==> src/sv/utf8v_pkg.sv <==
// Shared types, constants and byte classification functions for the UTF-8 validator.
package utf8v_pkg;

    localparam int IndexBits = 32;
    localparam int OutBits   = 32;

    typedef enum logic [1:0] {
        StatusValid      = 2'd0,
        StatusInvalid    = 2'd1,
        StatusIncomplete = 2'd2
    } t_status;

    typedef struct packed {
        logic [IndexBits-1:0] byte_index;
        logic [IndexBits-1:0] sequence_start;
        logic [7:0]           lead_value;
        logic [2:0]           sequence_width;
        logic [1:0]           bytes_seen;
        logic                 error_reported;
    } t_state;

    typedef struct packed {
        logic               has_result;
        t_status            status;
        logic [1:0]         error_length;
        logic [OutBits-1:0] prefix_len;
    } t_result;

    localparam t_state StateReset = '{
        byte_index:     '0,
        sequence_start: '0,
        lead_value:     8'h00,
        sequence_width: 3'd0,
        bytes_seen:     2'd0,
        error_reported: 1'b0
    };

    function automatic logic is_continuation(input logic [7:0] x);
        return (x & 8'hC0) == 8'h80;
    endfunction

    // 0 marks a byte that cannot start a sequence
    function automatic logic [2:0] lead_width(input logic [7:0] x);
        logic [2:0] w;
        if (x < 8'h80) begin
            w = 3'd1;
        end else if (x >= 8'hC2 && x <= 8'hDF) begin
            w = 3'd2;
        end else if (x >= 8'hE0 && x <= 8'hEF) begin
            w = 3'd3;
        end else if (x >= 8'hF0 && x <= 8'hF4) begin
            w = 3'd4;
        end else begin
            w = 3'd0;
        end
        return w;
    endfunction

    // second byte ranges exclude overlongs, surrogates and code points past U+10FFFF
    function automatic logic second_ok(input logic [7:0] lead, input logic [7:0] x);
        logic ok;
        if (lead >= 8'hC2 && lead <= 8'hDF) begin
            ok = is_continuation(x);
        end else if (lead == 8'hE0) begin
            ok = (x >= 8'hA0) && (x <= 8'hBF);
        end else if (lead == 8'hED) begin
            ok = (x >= 8'h80) && (x <= 8'h9F);
        end else if (lead >= 8'hE1 && lead <= 8'hEF) begin
            ok = is_continuation(x);
        end else if (lead == 8'hF0) begin
            ok = (x >= 8'h90) && (x <= 8'hBF);
        end else if (lead == 8'hF4) begin
            ok = (x >= 8'h80) && (x <= 8'h8F);
        end else if (lead >= 8'hF1 && lead <= 8'hF3) begin
            ok = is_continuation(x);
        end else begin
            ok = 1'b0;
        end
        return ok;
    endfunction

    // low OutBits of an index, zero-extended when the index is narrower
    function automatic logic [OutBits-1:0] to_out(input logic [IndexBits-1:0] idx);
        logic [IndexBits+OutBits-1:0] ext;
        ext = {{OutBits{1'b0}}, idx};
        return ext[OutBits-1:0];
    endfunction

endpackage

==> src/sv/utf8v_step.sv <==
// Next-state and result logic for one byte of the validator.
module utf8v_step (
    input  utf8v_pkg::t_state  i_state,
    input  logic [7:0]         i_data_byte,
    input  logic               i_last_byte,
    output utf8v_pkg::t_state  o_state,
    output utf8v_pkg::t_result o_result
);

    always_comb begin
        utf8v_pkg::t_state          s;
        logic [1:0]                 err_len;
        logic [utf8v_pkg::IndexBits-1:0] err_at;
        logic [utf8v_pkg::IndexBits-1:0] idx_inc;
        logic [2:0]                 w;
        logic                       ok;
        logic [1:0]                 seen_inc;

        s        = i_state;
        err_len  = 2'd0;
        err_at   = '0;
        idx_inc  = i_state.byte_index + 1'b1;
        w        = utf8v_pkg::lead_width(i_data_byte);
        ok       = (i_state.bytes_seen == 2'd1)
                 ? utf8v_pkg::second_ok(i_state.lead_value, i_data_byte)
                 : utf8v_pkg::is_continuation(i_data_byte);
        seen_inc = i_state.bytes_seen + 2'd1;

        o_result.has_result   = 1'b0;
        o_result.status       = utf8v_pkg::StatusValid;
        o_result.error_length = 2'd0;
        o_result.prefix_len   = utf8v_pkg::to_out(idx_inc);

        if (i_state.error_reported) begin
            // swallow until the buffer ends
            s.byte_index = idx_inc;
            if (i_last_byte) begin
                s = utf8v_pkg::StateReset;
            end
        end else begin
            if (i_state.sequence_width == 3'd0) begin
                if (w == 3'd0) begin
                    err_len = 2'd1;
                    err_at  = i_state.byte_index;
                end else if (w > 3'd1) begin
                    s.sequence_start = i_state.byte_index;
                    s.lead_value     = i_data_byte;
                    s.sequence_width = w;
                    s.bytes_seen     = 2'd1;
                end
            end else begin
                if (!ok) begin
                    err_len = i_state.bytes_seen;
                    err_at  = i_state.sequence_start;
                end else begin
                    s.bytes_seen = seen_inc;
                    if (seen_inc == 2'd0 || {1'b0, seen_inc} >= i_state.sequence_width) begin
                        s.sequence_width = 3'd0;
                        s.bytes_seen     = 2'd0;
                    end
                end
            end
            s.byte_index = idx_inc;

            if (err_len != 2'd0) begin
                o_result.has_result   = 1'b1;
                o_result.status       = utf8v_pkg::StatusInvalid;
                o_result.error_length = err_len;
                o_result.prefix_len   = utf8v_pkg::to_out(err_at);
                if (i_last_byte) begin
                    s = utf8v_pkg::StateReset;
                end else begin
                    s.error_reported = 1'b1;
                end
            end else if (i_last_byte) begin
                o_result.has_result = 1'b1;
                if (s.sequence_width != 3'd0) begin
                    o_result.status     = utf8v_pkg::StatusIncomplete;
                    o_result.prefix_len = utf8v_pkg::to_out(s.sequence_start);
                end
                s = utf8v_pkg::StateReset;
            end
        end

        o_state = s;
    end

endmodule

==> src/sv/utf8_stream_validator_core.sv <==
// Top level of the UTF-8 stream validator: input register, step logic, result register.
// Order: a byte is registered on acceptance and its result, if any, is registered in the
// result register, which drives o_out_valid, when the step logic processes that byte.
// Throughput: one byte per cycle; the input register and the result register part the
// two channels, and a result left waiting stalls the bytes behind it until it is taken.
// Reset (i_rst_n low, synchronous): both registers empty, validator state cleared.
module utf8_stream_validator_core (
    input  logic        i_clk,
    input  logic        i_rst_n,
    input  logic        i_in_valid,
    input  logic [7:0]  i_data_byte,
    input  logic        i_last_byte,
    output logic        o_in_stall,
    output logic        o_out_valid,
    output logic [1:0]  o_status,
    output logic [1:0]  o_error_length,
    output logic [31:0] o_prefix_len,
    input  logic        i_out_stall
);

    logic               r_in_valid;
    logic [7:0]         r_in_byte;
    logic               r_in_last;
    utf8v_pkg::t_state  r_state;
    utf8v_pkg::t_state  n_state;
    utf8v_pkg::t_result step_result;
    logic               r_out_valid;
    logic [1:0]         r_status;
    logic [1:0]         r_error_length;
    logic [31:0]        r_prefix_len;
    logic               out_free;
    logic               proc;
    logic               in_take;

    assign out_free   = !r_out_valid || !i_out_stall;
    assign proc       = r_in_valid && out_free;
    assign o_in_stall = r_in_valid && !out_free;
    assign in_take    = i_in_valid && !o_in_stall;

    utf8v_step u_step (
        .i_state     (r_state),
        .i_data_byte (r_in_byte),
        .i_last_byte (r_in_last),
        .o_state     (n_state),
        .o_result    (step_result)
    );

    always_ff @(posedge i_clk) begin
        if (!i_rst_n) begin
            r_in_valid  <= 1'b0;
            r_out_valid <= 1'b0;
            r_state     <= utf8v_pkg::StateReset;
        end else begin
            if (in_take) begin
                r_in_valid <= 1'b1;
            end else if (proc) begin
                r_in_valid <= 1'b0;
            end
            if (proc) begin
                r_state <= n_state;
            end
            if (out_free) begin
                r_out_valid <= proc && step_result.has_result;
            end
        end
    end

    always_ff @(posedge i_clk) begin
        if (in_take) begin
            r_in_byte <= i_data_byte;
            r_in_last <= i_last_byte;
        end
        if (proc && step_result.has_result) begin
            r_status       <= step_result.status;
            r_error_length <= step_result.error_length;
            r_prefix_len   <= step_result.prefix_len;
        end
    end

    assign o_out_valid    = r_out_valid;
    assign o_status       = r_status;
    assign o_error_length = r_error_length;
    assign o_prefix_len   = r_prefix_len;

    a_len_matches_status : assert property (@(posedge i_clk) disable iff (!i_rst_n)
        o_out_valid |-> ((o_status == utf8v_pkg::StatusInvalid) == (o_error_length != 2'd0)))
        else $error("error length disagrees with status");

    a_reset_after_last : assert property (@(posedge i_clk) disable iff (!i_rst_n)
        (proc && r_in_last) |=> (r_state.byte_index == '0 && r_state.sequence_width == 3'd0
                                 && !r_state.error_reported))
        else $error("state not cleared after final byte");

    a_no_seq_no_count : assert property (@(posedge i_clk) disable iff (!i_rst_n)
        (r_state.sequence_width == 3'd0) |-> (r_state.bytes_seen == 2'd0))
        else $error("bytes counted with no open sequence");

    a_early_result_sets_error : assert property (@(posedge i_clk) disable iff (!i_rst_n)
        (proc && step_result.has_result && !r_in_last) |=> r_state.error_reported)
        else $error("mid-buffer result without error flag");

endmodule

==> config.mk <==
export PLATFORM = sky130hd
export DESIGN_NAME = utf8_stream_validator_core
export DESIGN_NICKNAME = d
export VERILOG_FILES = /design/src/sv/utf8v_pkg.sv /design/src/sv/utf8v_step.sv /design/src/sv/utf8_stream_validator_core.sv
export SDC_FILE = /design/constraint.sdc
export NUM_CORES = 1
export LEC_CHECK = 0
export BUFFER_PORTS_ARGS = -buffer_cell sky130_fd_sc_hd__buf_2
export CAP_MARGIN = 20
export CORE_MARGIN = 2
export CORE_UTILIZATION = 61
export DETAILED_ROUTE_END_ITERATION = 10
export PLACE_DENSITY = 0.81
export SYNTH_ARGS = -nofsm -noshare
export SYNTH_HDL_FRONTEND = slang
export SYNTH_SLANG_ARGS = --single-unit
==> constraint.sdc <==
create_clock -name i_clk -period 5.5 [get_ports i_clk]
set_clock_uncertainty 0.15 [all_clocks]
set_input_delay 1.1 -clock i_clk [delete_from_list [all_inputs] [get_ports i_clk]]
set_output_delay 1.1 -clock i_clk [all_outputs]
set_load 0.02 [all_outputs]
==> results.yml <==
clock_tree:
  cts_setup_buffers: 0
  cts_root_buf: "clkbuf_16"
  cts.sinks: 125
  cts_max_path_buffers: 2
  clkLatencyLatePin_ns: 0.43
  cts_resized: 0
  cts_hold_buf: 0
  h-tree-depth: 4
  clkTransAtPathRegs_ns: 0.05
  cts_made_buffers: 17
  cts_tree: "done"
logic_synthesis:
  synth.distinct_cells: 72
  async_reset_ff_share_pct: 0
  synth_ff_type: "dfxtp_1"
  yosys.area.top_type: "dfxtp_1"
  ys_seq_elements: 125
  syn-cell-area_um2: 6990
  synth-edff-count: 45
  synth.avg_cell_area_um2: 9.00
  synth_most_common_cell: "dfxtp_1"
  netlist_instances: 777
  synth_common_cells: "80 x dfxtp_1, 67 x a22oi_1, 64 x nor2b_1"
  netlist.area_leader.share_pct: 22.9
  synth_area_leaders: "dfxtp_1 23%, edfxtp_1 19%, a22oi_1 7.2%"
  synth_nets: 795
  yosysWarnings: 0
  yosysSeqAreaShare_pct: 42.2
routing:
  wire_per_inst_um: 20.9
  vias_per_cell: 6.92
  drtAntennaViolNets: 0
  firstDrtPassIters: 6
  dr.first_iter.drc_count: 780
  vias: 6555
  finalWirelength_um: 19800
  drc: 0
die:
  design.core.area_um2: 11300
  start_util_pct: 61.8
  ios: 51
  die_h_um: 111
  row_count: 39
  die_w_um: 111
  die-area_um2: 12300
setup_path:
  cp-endpoint: "o_prefix_len[23]"
  worst-path-max-fanout: 18
  cp.depth: 7
  path_cells: "or2_1 -> o311ai_1 -> o2111ai_1 -> a2bb2oi_2 -> a2bb2oi_2 -> a22oi_1 -> o2111a_1"
  cp_slowest_cell: "a2bb2oi_2"
  crit_arrival_ns: 3.83
  slowest_delay_ns: 0.82
  path_class: "reg -> reg"
  r2r_slack_ns: 1.69
  crit_buf_inv: 0
  end_kind: "flip-flop"
  rr_endpoint: "o_prefix_len[23]"
  reg2regPathDepth: 7
  rr_startpoint: "r_in_byte[5]"
  cp_common_cell: "a2bb2oi_2"
  required_ns: 5.52
  start_kind: "flip-flop"
  crit_start: "r_in_byte[5]"
  path_delay_family: "compound AO/OA/AOI/OAI gates"
power:
  power_density_nw_per_um2: 302
  p_leak_uw: 0.00271
  power_uw: 2380
  ir_drop_v: 0.000256
hold_path:
  hp-class: "reg -> reg"
final_layout:
  antenna_cells: 0
  utilization_pct: 69.5
  postLayoutCellArea_um2: 7870
  multi_input_area_um2: 3700
  finalNetCount: 809
  drive_gt1_share_pct: 14.6
  fill_cells: 898
  final-seq-area_um2: 2950
  syn_to_final_growth_pct: 12.5
run:
  drv_cap: 0
global_route:
  grt-ovfl-total: 0
  grt_pass1_vias: 6303
  grt_pass1_wl_um: 31600
  antenna_found_initial: 0
  grt_max_degree: 45
  grt_usage_pct: 32.1
sta:
  finalCriticalPeriod_ns: 3.81
  fmax_mhz: 262
  fin_ws_ns: 1.69
  worst_pin_slew_ns: 1.18
  max_slew_margin_pct: 21.0
  hold_viol: 0
  finalSetupViolCount: 0
  drv_slew: 0
  finalCritPeriodShare_pct: 69.3
  rsz0062_at_grt: "false"
  finalSetupTns_ns: 0
placement:
  dp_hpwl_um: 12000
  placed_area_um2: 7260
  portBuffers: 50
  place_congestion: 0.894
  dp_slack_ns: 1.82
status:
  outcome: "complete, no violations"
## worst reg2reg max path: stages, from the launching register on
cell and delay [ns]:
edfxtp_1 0.48, or2_1 0.28, o311ai_1 0.29, o2111ai_1 0.32, a2bb2oi_2 0.82, a2bb2oi_2 0.79
a22oi_1 0.15, o2111a_1 0.28
## power by group
part           internal (uW)  switching (uW)  total (uW)
sequential               985            13.7         999
clock                    757             392        1150
combinational           77.0             154         231
## state kept, by name (all words and copies together) (netlist names)
name            count
r_in_byte           8
o_prefix_len       32
o_error_length      2
r_in_valid          1
r_in_last           1
o_out_valid         1
o_status            2
r_state            78
## layout make-up
cell class	count	area share, %
timing repair buffer	64	4.68
clock buffer	25	6.30
sequential	125	37.5
clock inverter	7	1.40
tap	143	2.27
inverter	16	0.763
multi-input combinational	567	47.1
## logic make-up (layout without fill, tap and decap cells)
logic type	Yosys count	count (layout)	share of synthesized area, %
buf+inv	85	112	5.06
mux	14	14	2.06
compound gates	269	269	27.4
flops	125	125	42.2
fa+ha+maj	5	5	0.894
simple gates	269	269	21.1
xor+xnor	10	10	1.25
## how the worst min path moves through the flow
stage	start	slack, ns	depth (start not counted)	endpoint
2_1_floorplan	r_state[13]	0.33	2	r_state[13]
3_3_place_gp	r_state[12]	0.34	2	r_state[12]
6_report	r_state[12]	0.38	2	r_state[12]
5_1_grt	r_state[13]	0.40	2	r_state[13]
4_1_cts	r_state[66]	0.37	2	r_state[66]
3_5_place_dp	r_state[66]	0.36	2	r_state[66]
## cell usage in the layout, fill, tap and decap left out, drive strengths merged, types with 8 or more instances in the layout
master / instances
a211oi: 8
a21boi: 14
a21o: 8
a21oi: 35
a22oi: 67
and2: 10
and3: 19
buf: 64
clkbuf: 25
dfxtp: 80
edfxtp: 45
inv: 16
mux2i: 11
nand2: 51
nand3: 16
nand4: 10
nor2: 45
nor2b: 64
nor3: 14
nor4: 8
o211ai: 10
o21ai: 45
o31ai: 10
## metal layers
layer | GRT usage [%] | wire, um | share of wire (%)
met1 | 40.9 | 7750 | 39
met2 | 50.8 | 9320 | 47
met3 | 7.55 | 2060 | 10
met4 | 17.4 | 707 | 3.6
met5 | 0 | 0 | 0
## stage by stage
stage                     instances  hold slack, ns
after floorplan                 777           0.329
after global placement          914           0.342
after detailed placement        915           0.359
after CTS                       947           0.366
after global routing            947           0.403
final                           947           0.375
Power figures use the tool's default switching activity.
